[config.mk]
export PLATFORM = sky130hd
export DESIGN_NAME = wear_leveling_record_ring_top
export DESIGN_NICKNAME = d
export VERILOG_FILES = /design/src/sv/wlrr_pkg.sv /design/src/sv/wlrr_front.sv /design/src/sv/wlrr_fifo.sv /design/src/sv/wlrr_mod.sv /design/src/sv/wlrr_engine.sv /design/src/sv/wear_leveling_record_ring_top.sv
export SDC_FILE = /design/constraint.sdc
export NUM_CORES = 2
export LEC_CHECK = 0
export BUFFER_PORTS_ARGS = -buffer_cell sky130_fd_sc_hd__buf_2
export CAP_MARGIN = 20
export CORE_MARGIN = 2
export CORE_UTILIZATION = 35
export DETAILED_ROUTE_END_ITERATION = 8
export PLACE_DENSITY_LB_ADDON = 0.15
export SYNTH_ARGS = -nofsm -noshare
export SYNTH_HDL_FRONTEND = slang
export SYNTH_SLANG_ARGS = --single-unit
[constraint.sdc]
create_clock -name clk -period 4.84 [get_ports clk]
set_input_delay 0.242 -clock clk [delete_from_list [all_inputs] [get_ports clk]]
set_output_delay 0.242 -clock clk [all_outputs]
set_load 0.1 [all_outputs]
[src/sv/wlrr_pkg.sv]
// Shared types and constants for the wear-leveling record ring.
// Used by the front end, engine, remainder unit and top level.
package wlrr_pkg;

	localparam int STORE_DEPTH_DEF = 256;
	localparam int MAX_RECORD_DEF  = 64;

	localparam int FUNC_W   = 2;
	localparam int BYTE_W   = 8;
	localparam int POS_W    = 6;
	localparam int INDEX_W  = 8;
	localparam int BLOCK_W  = 9;
	localparam int RECORD_W = 7;

	localparam int CFG_IDX_W  = 2;
	localparam int CFG_DATA_W = 9;

	// width of index + offset sums and of the remainder datapath
	localparam int SUM_W  = 9;
	localparam int STEP_W = $clog2(SUM_W + 1);

	localparam int CMD_FIFO_AW = 1;
	localparam int OUT_FIFO_AW = 2;

	localparam logic [FUNC_W-1:0] FUNC_RESCAN = 2'd0;
	localparam logic [FUNC_W-1:0] FUNC_READ   = 2'd1;
	localparam logic [FUNC_W-1:0] FUNC_WRITE  = 2'd2;

	localparam logic [CFG_IDX_W-1:0] REG_BLOCK_SIZE  = 2'd0;
	localparam logic [CFG_IDX_W-1:0] REG_RECORD_SIZE = 2'd1;
	localparam logic [CFG_IDX_W-1:0] REG_EMPTY_VALUE = 2'd2;

	localparam logic [BLOCK_W-1:0]  BLOCK_RESET  = 9'd256;
	localparam logic [RECORD_W-1:0] RECORD_RESET = 7'd1;
	localparam logic [BYTE_W-1:0]   EMPTY_RESET  = 8'hFF;
	localparam logic [BYTE_W-1:0]   ERASED_BYTE  = 8'hFF;

	typedef enum logic [1:0] {
		OP_SCAN,
		OP_READ,
		OP_WRITE
	} op_t;

	typedef enum logic [2:0] {
		ST_IDLE,
		ST_SCAN,
		ST_RD_MOD,
		ST_RD_WALK,
		ST_ER_MOD,
		ST_ERASE,
		ST_WR_MOD
	} state_t;

	typedef struct packed {
		logic [BLOCK_W-1:0]  block_size;
		logic [RECORD_W-1:0] record_size;
		logic [BYTE_W-1:0]   empty_value;
	} cfg_t;

	typedef struct packed {
		op_t               op;
		logic [BYTE_W-1:0] data;
		logic [POS_W-1:0]  pos;
	} cmd_t;

	typedef struct packed {
		logic [BYTE_W-1:0]  data;
		logic [INDEX_W-1:0] index;
		logic               last;
	} res_t;

	typedef struct packed {
		logic             start;
		logic [SUM_W-1:0] x;
		logic [SUM_W-1:0] divisor;
	} mod_req_t;

	typedef struct packed {
		logic             done;
		logic [SUM_W-1:0] rem;
	} mod_rsp_t;

endpackage

[src/sv/wlrr_front.sv]
// Front end: accepts input transactions and decodes them into queue commands.
// Depends on wlrr_pkg; feeds the command queue.
module wlrr_front (
	input  logic                          in_valid,
	output logic                          in_stall,
	input  logic [wlrr_pkg::FUNC_W-1:0]   func,
	input  logic [wlrr_pkg::BYTE_W-1:0]   data_byte,
	input  logic [wlrr_pkg::POS_W-1:0]    byte_position,
	input  logic                          cmd_full,
	output logic                          cmd_push,
	output wlrr_pkg::cmd_t                cmd
);

	logic known;

	always_comb begin
		known  = 1'b1;
		cmd.op = wlrr_pkg::OP_SCAN;
		case (func)
			wlrr_pkg::FUNC_RESCAN: cmd.op = wlrr_pkg::OP_SCAN;
			wlrr_pkg::FUNC_READ:   cmd.op = wlrr_pkg::OP_READ;
			wlrr_pkg::FUNC_WRITE:  cmd.op = wlrr_pkg::OP_WRITE;
			default:               known  = 1'b0;  // unused selector, dropped
		endcase
		cmd.data = data_byte;
		cmd.pos  = byte_position;
	end

	assign in_stall = cmd_full;
	assign cmd_push = in_valid && !cmd_full && known;

endmodule

[src/sv/wlrr_fifo.sv]
// Small register FIFO, 2**AW entries, used for the command and result queues.
// Depends on no package.
module wlrr_fifo #(
	parameter int WIDTH = 8,
	parameter int AW    = 1
) (
	input  logic             clk,
	input  logic             arst_n,
	input  logic             push,
	input  logic [WIDTH-1:0] push_data,
	input  logic             pop,
	output logic [WIDTH-1:0] pop_data,
	output logic             full,
	output logic             empty,
	output logic [AW:0]      level
);

	localparam int DEPTH = 2 ** AW;

	logic [WIDTH-1:0] store_q [DEPTH];
	logic [AW-1:0]    wr_ptr_q;
	logic [AW-1:0]    rd_ptr_q;
	logic [AW:0]      level_q;
	logic             do_push;
	logic             do_pop;

	assign full     = (level_q == (AW+1)'(DEPTH));
	assign empty    = (level_q == '0);
	assign level    = level_q;
	assign pop_data = store_q[rd_ptr_q];
	assign do_push  = push && !full;
	assign do_pop   = pop && !empty;

	always_ff @(posedge clk or negedge arst_n) begin
		if (!arst_n) begin
			wr_ptr_q <= '0;
			rd_ptr_q <= '0;
			level_q  <= '0;
		end else begin
			if (do_push)
				wr_ptr_q <= wr_ptr_q + 1'b1;
			if (do_pop)
				rd_ptr_q <= rd_ptr_q + 1'b1;
			if (do_push && !do_pop)
				level_q <= level_q + 1'b1;
			else if (do_pop && !do_push)
				level_q <= level_q - 1'b1;
		end
	end

	always_ff @(posedge clk) begin
		if (do_push)
			store_q[wr_ptr_q] <= push_data;
	end

endmodule

[src/sv/wlrr_mod.sv]
// Serial remainder unit: x mod divisor, one restoring step per cycle.
// Depends on wlrr_pkg; used by the engine to wrap record start and write addresses into the ring.
module wlrr_mod (
	input  logic               clk,
	input  logic               arst_n,
	input  wlrr_pkg::mod_req_t req,
	output wlrr_pkg::mod_rsp_t rsp
);

	localparam int W = wlrr_pkg::SUM_W;

	logic [W-1:0]                  rem_q;
	logic [W-1:0]                  x_q;
	logic [W-1:0]                  div_q;
	logic [wlrr_pkg::STEP_W-1:0]   cnt_q;
	logic                          done_q;
	logic [W:0]                    trial;
	logic [W:0]                    diff;
	logic [W-1:0]                  rem_d;

	always_comb begin
		trial = {rem_q, x_q[W-1]};
		diff  = trial - {1'b0, div_q};
		if (trial >= {1'b0, div_q})
			rem_d = diff[W-1:0];
		else
			rem_d = trial[W-1:0];
	end

	always_ff @(posedge clk or negedge arst_n) begin
		if (!arst_n) begin
			cnt_q  <= '0;
			done_q <= 1'b0;
		end else begin
			done_q <= !req.start && (cnt_q == wlrr_pkg::STEP_W'(1));
			if (req.start)
				cnt_q <= wlrr_pkg::STEP_W'(W);
			else if (cnt_q != '0)
				cnt_q <= cnt_q - 1'b1;
		end
	end

	always_ff @(posedge clk) begin
		if (req.start) begin
			rem_q <= '0;
			x_q   <= req.x;
			div_q <= req.divisor;
		end else if (cnt_q != '0) begin
			rem_q <= rem_d;
			x_q   <= {x_q[W-2:0], 1'b0};
		end
	end

	assign rsp.done = done_q;
	assign rsp.rem  = rem_q;

endmodule

[src/sv/wlrr_engine.sv]
// Back end: ring store, record index and the sequencer for rescan, read and write.
// Depends on wlrr_pkg; drives the remainder unit and the result queue.
module wlrr_engine #(
	parameter int STORE_DEPTH = wlrr_pkg::STORE_DEPTH_DEF,
	parameter int MAX_RECORD  = wlrr_pkg::MAX_RECORD_DEF,
	parameter int OUT_AW      = wlrr_pkg::OUT_FIFO_AW
) (
	input  logic               clk,
	input  logic               arst_n,
	input  wlrr_pkg::cfg_t     cfg,
	input  logic               cmd_empty,
	input  wlrr_pkg::cmd_t     cmd_head,
	output logic               cmd_pop,
	input  logic [OUT_AW:0]    out_level,
	output logic               res_push,
	output wlrr_pkg::res_t     res,
	output wlrr_pkg::mod_req_t mod_req,
	input  wlrr_pkg::mod_rsp_t mod_rsp
);

	localparam int AW        = $clog2(STORE_DEPTH);
	localparam int CW        = AW + 1;
	localparam int RW        = $clog2(MAX_RECORD + 1);
	localparam int OUT_DEPTH = 2 ** OUT_AW;
	localparam int LW        = OUT_AW + 2;
	localparam int SW        = wlrr_pkg::SUM_W;

	wlrr_pkg::state_t state_q, state_d;
	wlrr_pkg::cmd_t   cur_q;

	logic [wlrr_pkg::BYTE_W-1:0] mem [STORE_DEPTH];
	logic [STORE_DEPTH-1:0]      vbit_q;

	logic [AW-1:0] idx_q;
	logic [AW-1:0] walk_e_q;
	logic [RW-1:0] walk_k_q;
	logic [CW-1:0] scan_n_q;

	logic                        rd_vld_s1;
	logic [AW-1:0]               rd_addr_s1;
	logic                        rd_last_s1;
	logic [wlrr_pkg::BYTE_W-1:0] rd_data_s1;
	logic                        rd_vb_s1;

	logic [CW-1:0]               bs_eff;
	logic [RW-1:0]               rs_eff;
	logic [CW-1:0]               e_plus;
	logic [AW-1:0]               e_next;
	logic [wlrr_pkg::BYTE_W-1:0] rd_byte;
	logic                        scan_hit;
	logic                        scan_end;
	logic                        go;
	logic                        walk_last;
	logic                        out_room;

	logic                        rd_issue;
	logic [AW-1:0]               rd_addr;
	logic                        rd_last;
	logic                        mem_we;
	logic [AW-1:0]               mem_wa;
	logic [wlrr_pkg::BYTE_W-1:0] mem_wd;

	// effective sizes: zero reads as one, oversize clamps
	always_comb begin
		if (cfg.block_size == '0)
			bs_eff = CW'(1);
		else if (cfg.block_size > wlrr_pkg::BLOCK_W'(STORE_DEPTH))
			bs_eff = CW'(STORE_DEPTH);
		else
			bs_eff = cfg.block_size[CW-1:0];
		if (cfg.record_size == '0)
			rs_eff = RW'(1);
		else if (cfg.record_size > wlrr_pkg::RECORD_W'(MAX_RECORD))
			rs_eff = RW'(MAX_RECORD);
		else
			rs_eff = cfg.record_size[RW-1:0];
	end

	// ring walk pointer steps by one and wraps at the block size
	assign e_plus    = {1'b0, walk_e_q} + 1'b1;
	assign e_next    = (e_plus == bs_eff) ? '0 : e_plus[AW-1:0];
	assign walk_last = ((RW+1)'(walk_k_q) + 1'b1) == (RW+1)'(rs_eff);

	assign rd_byte  = rd_vb_s1 ? rd_data_s1 : wlrr_pkg::ERASED_BYTE;
	assign scan_hit = rd_vld_s1 && (rd_byte != cfg.empty_value);
	assign scan_end = (state_q == wlrr_pkg::ST_SCAN) && rd_vld_s1 && (scan_hit || rd_last_s1);

	assign go = !cmd_empty &&
		((cmd_head.op == wlrr_pkg::OP_READ) || (out_level < (OUT_AW+1)'(OUT_DEPTH)));
	// read credit: queued results plus the one in flight must leave a slot
	assign out_room = (LW'(out_level) + LW'(rd_vld_s1)) < LW'(OUT_DEPTH);

	always_comb begin
		state_d = state_q;
		case (state_q)
			wlrr_pkg::ST_IDLE: begin
				if (go) begin
					case (cmd_head.op)
						wlrr_pkg::OP_SCAN: state_d = wlrr_pkg::ST_SCAN;
						wlrr_pkg::OP_READ: state_d = wlrr_pkg::ST_RD_MOD;
						default: state_d = (cmd_head.pos == '0) ?
							wlrr_pkg::ST_ER_MOD : wlrr_pkg::ST_WR_MOD;
					endcase
				end
			end
			wlrr_pkg::ST_SCAN: begin
				if (scan_end)
					state_d = wlrr_pkg::ST_IDLE;
			end
			wlrr_pkg::ST_RD_MOD: begin
				if (mod_rsp.done)
					state_d = wlrr_pkg::ST_RD_WALK;
			end
			wlrr_pkg::ST_RD_WALK: begin
				if ((walk_k_q == rs_eff) && !rd_vld_s1)
					state_d = wlrr_pkg::ST_IDLE;
			end
			wlrr_pkg::ST_ER_MOD: begin
				if (mod_rsp.done)
					state_d = wlrr_pkg::ST_ERASE;
			end
			wlrr_pkg::ST_ERASE: begin
				if (walk_last)
					state_d = wlrr_pkg::ST_WR_MOD;
			end
			wlrr_pkg::ST_WR_MOD: begin
				if (mod_rsp.done)
					state_d = wlrr_pkg::ST_IDLE;
			end
			default: state_d = wlrr_pkg::ST_IDLE;
		endcase
	end

	always_comb begin
		cmd_pop         = 1'b0;
		mod_req.start   = 1'b0;
		mod_req.x       = SW'(idx_q);
		mod_req.divisor = SW'(bs_eff);
		rd_issue        = 1'b0;
		rd_addr         = walk_e_q;
		rd_last         = 1'b0;
		mem_we          = 1'b0;
		mem_wa          = walk_e_q;
		mem_wd          = cfg.empty_value;
		res_push        = 1'b0;
		res.data        = rd_byte;
		res.index       = wlrr_pkg::INDEX_W'(rd_addr_s1);
		res.last        = rd_last_s1;
		case (state_q)
			wlrr_pkg::ST_IDLE: begin
				cmd_pop       = go;
				mod_req.start = go && (cmd_head.op != wlrr_pkg::OP_SCAN);
				if (cmd_head.op == wlrr_pkg::OP_WRITE)
					mod_req.x = SW'(idx_q) + SW'(cmd_head.pos);
			end
			wlrr_pkg::ST_SCAN: begin
				rd_issue = (scan_n_q < bs_eff) && !scan_end;
				rd_addr  = scan_n_q[AW-1:0];
				rd_last  = ((CW+1)'(scan_n_q) + 1'b1) == (CW+1)'(bs_eff);
				res_push = scan_end;
				res.data = '0;
				res.index = scan_hit ? wlrr_pkg::INDEX_W'(rd_addr_s1) : '0;
				res.last = 1'b1;
			end
			wlrr_pkg::ST_RD_WALK: begin
				rd_issue = (walk_k_q < rs_eff) && out_room;
				rd_last  = walk_last;
				res_push = rd_vld_s1;
			end
			wlrr_pkg::ST_ERASE: begin
				mem_we        = 1'b1;
				mod_req.start = walk_last;
				mod_req.x     = SW'(e_next) + SW'(cur_q.pos);
			end
			wlrr_pkg::ST_WR_MOD: begin
				mem_we    = mod_rsp.done;
				mem_wa    = mod_rsp.rem[AW-1:0];
				mem_wd    = cur_q.data;
				res_push  = mod_rsp.done;
				res.data  = cur_q.data;
				res.index = wlrr_pkg::INDEX_W'(mod_rsp.rem[AW-1:0]);
				res.last  = 1'b1;
			end
			default: ;
		endcase
	end

	always_ff @(posedge clk or negedge arst_n) begin
		if (!arst_n) begin
			state_q   <= wlrr_pkg::ST_IDLE;
			rd_vld_s1 <= 1'b0;
			scan_n_q  <= '0;
			walk_k_q  <= '0;
			idx_q     <= '0;
			vbit_q    <= '0;
		end else begin
			state_q   <= state_d;
			rd_vld_s1 <= rd_issue;
			if (state_q == wlrr_pkg::ST_IDLE)
				scan_n_q <= '0;
			else if ((state_q == wlrr_pkg::ST_SCAN) && rd_issue)
				scan_n_q <= scan_n_q + 1'b1;
			if (mod_rsp.done &&
				((state_q == wlrr_pkg::ST_RD_MOD) || (state_q == wlrr_pkg::ST_ER_MOD)))
				walk_k_q <= '0;
			else if (((state_q == wlrr_pkg::ST_RD_WALK) && rd_issue) ||
				(state_q == wlrr_pkg::ST_ERASE))
				walk_k_q <= walk_k_q + 1'b1;
			if (scan_end)
				idx_q <= scan_hit ? rd_addr_s1 : '0;
			else if ((state_q == wlrr_pkg::ST_ERASE) && walk_last)
				idx_q <= e_next;
			if (mem_we)
				vbit_q[mem_wa] <= 1'b1;
		end
	end

	always_ff @(posedge clk) begin
		if (cmd_pop)
			cur_q <= cmd_head;
		if (mod_rsp.done &&
			((state_q == wlrr_pkg::ST_RD_MOD) || (state_q == wlrr_pkg::ST_ER_MOD)))
			walk_e_q <= mod_rsp.rem[AW-1:0];
		else if (((state_q == wlrr_pkg::ST_RD_WALK) && rd_issue) ||
			(state_q == wlrr_pkg::ST_ERASE))
			walk_e_q <= e_next;
		if (rd_issue) begin
			rd_addr_s1 <= rd_addr;
			rd_last_s1 <= rd_last;
		end
		rd_data_s1 <= mem[rd_addr];
		rd_vb_s1   <= vbit_q[rd_addr];
		if (mem_we)
			mem[mem_wa] <= mem_wd;
	end

endmodule

[src/sv/wear_leveling_record_ring_top.sv]
// Top level of the wear-leveling record ring: config registers, queues, engine.
// Depends on wlrr_pkg, wlrr_front, wlrr_fifo, wlrr_mod and wlrr_engine.

// Items are handled one at a time by the engine while the front end keeps
// queuing up to two more. A rescan reads one store entry per cycle through
// the single read port. A read first wraps the record index in the serial
// remainder unit, then reads one store entry per cycle while the result
// queue has room. A write at a nonzero byte position passes through the
// remainder unit once; a write at position 0 first erases the old record one
// entry per cycle, then wraps the write address in the remainder unit again.
// The store comes out of reset erased at once through per-entry valid bits,
// with no clearing pass.
module wear_leveling_record_ring_top #(
	parameter int STORE_DEPTH = wlrr_pkg::STORE_DEPTH_DEF,
	parameter int MAX_RECORD  = wlrr_pkg::MAX_RECORD_DEF
) (
	input  logic                              clk,
	input  logic                              arst_n,
	input  logic                              cfg_we,
	input  logic [wlrr_pkg::CFG_IDX_W-1:0]    cfg_index,
	input  logic [wlrr_pkg::CFG_DATA_W-1:0]   cfg_data,
	input  logic                              in_valid,
	output logic                              in_stall,
	input  logic [wlrr_pkg::FUNC_W-1:0]       func,
	input  logic [wlrr_pkg::BYTE_W-1:0]       data_byte,
	input  logic [wlrr_pkg::POS_W-1:0]        byte_position,
	output logic                              out_valid,
	input  logic                              out_stall,
	output logic [wlrr_pkg::BYTE_W-1:0]       read_byte,
	output logic [wlrr_pkg::INDEX_W-1:0]      ring_index,
	output logic                              last
);

	localparam int CMD_W = $bits(wlrr_pkg::cmd_t);
	localparam int RES_W = $bits(wlrr_pkg::res_t);

	wlrr_pkg::cfg_t     cfg_q;
	wlrr_pkg::cmd_t     cmd_in;
	wlrr_pkg::cmd_t     cmd_head;
	wlrr_pkg::res_t     res_in;
	wlrr_pkg::res_t     res_head;
	wlrr_pkg::mod_req_t mod_req;
	wlrr_pkg::mod_rsp_t mod_rsp;

	logic                           cmd_push;
	logic                           cmd_pop;
	logic                           cmd_full;
	logic                           cmd_empty;
	logic                           res_push;
	logic                           res_empty;
	logic [wlrr_pkg::OUT_FIFO_AW:0] out_level;

	always_ff @(posedge clk or negedge arst_n) begin
		if (!arst_n) begin
			cfg_q.block_size  <= wlrr_pkg::BLOCK_RESET;
			cfg_q.record_size <= wlrr_pkg::RECORD_RESET;
			cfg_q.empty_value <= wlrr_pkg::EMPTY_RESET;
		end else if (cfg_we) begin
			case (cfg_index)
				wlrr_pkg::REG_BLOCK_SIZE:
					cfg_q.block_size <= cfg_data[wlrr_pkg::BLOCK_W-1:0];
				wlrr_pkg::REG_RECORD_SIZE:
					cfg_q.record_size <= cfg_data[wlrr_pkg::RECORD_W-1:0];
				wlrr_pkg::REG_EMPTY_VALUE:
					cfg_q.empty_value <= cfg_data[wlrr_pkg::BYTE_W-1:0];
				default: ;
			endcase
		end
	end

	wlrr_front u_front (
		.in_valid      (in_valid),
		.in_stall      (in_stall),
		.func          (func),
		.data_byte     (data_byte),
		.byte_position (byte_position),
		.cmd_full      (cmd_full),
		.cmd_push      (cmd_push),
		.cmd           (cmd_in)
	);

	wlrr_fifo #(
		.WIDTH (CMD_W),
		.AW    (wlrr_pkg::CMD_FIFO_AW)
	) u_cmd_fifo (
		.clk       (clk),
		.arst_n    (arst_n),
		.push      (cmd_push),
		.push_data (cmd_in),
		.pop       (cmd_pop),
		.pop_data  (cmd_head),
		.full      (cmd_full),
		.empty     (cmd_empty),
		.level     ()
	);

	wlrr_mod u_mod (
		.clk    (clk),
		.arst_n (arst_n),
		.req    (mod_req),
		.rsp    (mod_rsp)
	);

	wlrr_engine #(
		.STORE_DEPTH (STORE_DEPTH),
		.MAX_RECORD  (MAX_RECORD),
		.OUT_AW      (wlrr_pkg::OUT_FIFO_AW)
	) u_engine (
		.clk       (clk),
		.arst_n    (arst_n),
		.cfg       (cfg_q),
		.cmd_empty (cmd_empty),
		.cmd_head  (cmd_head),
		.cmd_pop   (cmd_pop),
		.out_level (out_level),
		.res_push  (res_push),
		.res       (res_in),
		.mod_req   (mod_req),
		.mod_rsp   (mod_rsp)
	);

	wlrr_fifo #(
		.WIDTH (RES_W),
		.AW    (wlrr_pkg::OUT_FIFO_AW)
	) u_res_fifo (
		.clk       (clk),
		.arst_n    (arst_n),
		.push      (res_push),
		.push_data (res_in),
		.pop       (out_valid && !out_stall),
		.pop_data  (res_head),
		.full      (),
		.empty     (res_empty),
		.level     (out_level)
	);

	assign out_valid  = !res_empty;
	assign read_byte  = res_head.data;
	assign ring_index = res_head.index;
	assign last       = res_head.last;

endmodule

==> flow_summary.ini <==
[layout]
nNetsFinal = 8285
final_common_cell = edfxtp_1
area_delta_synth_final_pct = 16.4
drive_gt1_frac = 0.152
fill_cells = 27100
layout_common_cells = 2197 x edfxtp_1, 1922 x nand2_1, 595 x nand3_1
multi_input_area_sq_mm = 0.0263
final-seq-area_sq_mm = 0.0745

[floorplanning]
io_pins = 51
fp.dieW_um = 546
die_area_sq_mm = 0.298
die_h_um = 546
rows = 198
core_sq_mm = 0.292
initial_core_util = 0.353

[drt]
via_count = 66700
dr.pass1.iters = 6
drt_iter0_drc = 7138
via_per_inst = 5.41
wl_um = 336000
ant_nets = 0
route.detailed.wl_per_inst_um = 27.2
drc = 0

[power_and_ir_drop]
seq_power_share = 0.368
total_power_mw = 75.6
power_frac_comb = 0.350
p_clk_frac = 0.282
intPower_mw = 46.5
swShare = 0.385
power_density_mw_per_mm2 = 632
leakage_nw = 42.7
peakVddDrop_uv = 514
p_sw_mw = 29.1

[timing]
fin_crit_sh = 0.962
hold_violations = 0
worst_slew_pin_slew_ns = 1.14
rsz0062_at_grt = no
slew-limit-headroom = 0.239
fmax_mhz = 215
period_needed_ns = 4.65
fin_tns_setup_ns = 0
fin_worst_skew_ns = 0.0544
slew_violations = 0
setup_viol = 0

[logic_synthesis]
synth_cell_types = 79
dominantRegCellSynth = edfxtp_1
syn_inst = 7866
syn-num-nets = 7951
synth-seq-cells = 2539
synth_area_sq_mm = 0.103
async_flop_share = 0.128
yosysWarnings = 0
avgSynthCellArea_sq_um = 13.1
synth_edf_count = 2197
ys_seq_area_frac = 0.724

[critical_path]
crit_slowest_cell = dfrtp_1
path_class = reg2reg
cp-start-kind = flip-flop
end_kind = flip-flop
max_stage_delay_ns = 0.62
path_max_fanout = 32
required_ns = 5.54
worstPathArrival_ns = 5.35
critPathBufInv = 4
crit_chain = or3b_4 -> a21oi_4 -> buf_12 -> buf_4 -> buf_4 -> mux2i_1 -> a32oi_1 -> nand4_1 -> nand4_1 -> nor4_1 -> buf_4 -> nand4_1
cp_top_family = simple AND/OR/NAND/NOR gates

[grt]
antenna_found_initial = 12
grt_pass1_wl_um = 485000
grt.overflow.total = 0
grt_pass1_vias = 65000
grt_use_total = 0.221
grt_max_degree = 111

[placed_design]
place_congestion = 0.854
io_buffer_count = 50
dp_hpwl_um = 208000

[hold_path]
hold_class = in2reg

[clocking]
worstSkewPairLatency_ns = 0.87
clk_path_buf_depth = 4
postCtsSetupBuffers = 0
h-tree-depth = 5
cts_buffers = 286
cts_tree = yes
clock-root-buffer = clkbuf_16
numClockSinks = 2539
clkTransAtPathRegs_ns = 0.06

[flow_run]
drv_cap = 0

[outcome]
status = complete, no violations
power groups by stage:
| stage | Sequential (mW) | Clock (mW) | Combinational (mW) |
|---|---|---|---|
| 2_1_floorplan | 27.9 | 0 | 14.9 |
| 5_1_grt | 28.0 | 22.5 | 28.1 |
| 3_5_place_dp | 28.3 | 0 | 26.4 |
| 3_3_place_gp | 28.2 | 0 | 26.3 |
| 4_1_cts | 27.8 | 21.7 | 26.5 |
| 6_report | 27.9 | 21.3 | 26.5 |
layout make-up:
| type | count | area share |
|---|---|---|
| clock inverters | 116 | 0.00860 |
| repair buffers | 514 | 0.0384 |
| diodes | 6 | 0.000126 |
| multi-input cells | 4792 | 0.220 |
| well taps | 3900 | 0.0408 |
| clock buffers | 399 | 0.0672 |
| flip-flops and latches | 2539 | 0.622 |
| inverters | 67 | 0.00223 |
tightest hold or removal path, stage by stage:
cell and delay, ns:
buf_2 0.12, nand3b_1 0.32, mux2_2 0.22
routing by layer:
metal  vias to the layer above  GRT usage  part of all wire
met5                         -          0                 0
met2                      2306      0.356              0.47
met4                         0     0.0567             0.025
met3                       442     0.0293             0.059
li1                      29400          -                 -
met1                     34500      0.314              0.44
synth_stat cells, types with 71 or more instances:
cell | number | share of area
mux2i_1 | 240 | 0.023
buf_2 | 131 | 0.0064
nand2_1 | 1950 | 0.071
a21oi_1 | 265 | 0.013
edfxtp_1 | 2197 | 0.64
clkbuf_1 | 272 | 0.0099
or2_2 | 257 | 0.016
o21ai_0 | 71 | 0.0035
dfrtp_1 | 314 | 0.076
a32oi_1 | 80 | 0.0068
a31oi_1 | 164 | 0.010
nand4_1 | 163 | 0.0099
nand3_1 | 595 | 0.029
nor2_1 | 360 | 0.013
logic make-up (layout without fill, tap and decap cells):
kind of cell | count (synthesis) | in the layout | synth area share
muxes | 321 | 321 | 0.0363
buffers and inverters | 535 | 1096 | 0.0225
xor gates and xnor gates | 70 | 70 | 0.00651
AOI/OAI and AO/OA | 841 | 841 | 0.0536
adders and majority gates | 53 | 53 | 0.00674
DFF | 2539 | 2539 | 0.724
and+or+nand+nor | 3507 | 3507 | 0.150
other | 0 | 6 | 0
per-stage QoR:
step	instance area, sq um	cells	utilization	setup slack, ns	hold slack [ns]
2_1_floorplan	103000	7866	-	0.718	-0.0536
3_3_place_gp	110000	11800	0.378	0.153	0.309
3_5_place_dp	110000	11800	0.378	0.0981	0.312
4_1_cts	120000	12300	0.410	0.0866	0.0110
5_1_grt	120000	12300	0.410	0.00811	0.0774
6_report	120000	12300	0.410	0.185	0.0834
flip-flops by register name, summed over array words and instances, names as in the netlist, 4 cells and up:
signal	cells
u_engine.cur_q	14
u_res_fifo.store_q	68
u_mod.rem_q	9
cfg_q	24
u_mod.x_q	9
u_engine.idx_q	8
u_engine.vbit_q	256
u_engine.walk_k_q	7
u_engine.mem	2048
u_engine.walk_e_q	8
u_mod.div_q	9
u_cmd_fifo.store_q	32
u_mod.cnt_q	4
u_engine.rd_addr_s1	8
u_engine.scan_n_q	9
u_engine.rd_data_s1	8
worst paths after layout:
path	cells after the start	start	endpoint	slack [ns]
worst min-delay path	3	cfg_index[1]	cfg_q[8]	0.08
worst max register to register	12	u_engine.state_q[0]	u_engine.rd_data_s1[1]	0.19
worst max-delay path	12	u_engine.state_q[0]	u_engine.rd_data_s1[1]	0.19
min in group asynchronous	3	arst_n	u_engine.vbit_q[246]	0.52
worst min register to register	1	u_engine.vbit_q[75]	u_engine.vbit_q[75]	0.46
max in group asynchronous	4	arst_n	u_engine.vbit_q[245]	2.70
repair_timing:
action | CTS | global route
setup endpoints to repair | 0 | 2
hold buffers | 34 | 0
endpoints found under the hold margin | 211 | 0
resized for setup | 0 | 2
Note: power is estimated with default switching activity, not from simulation.
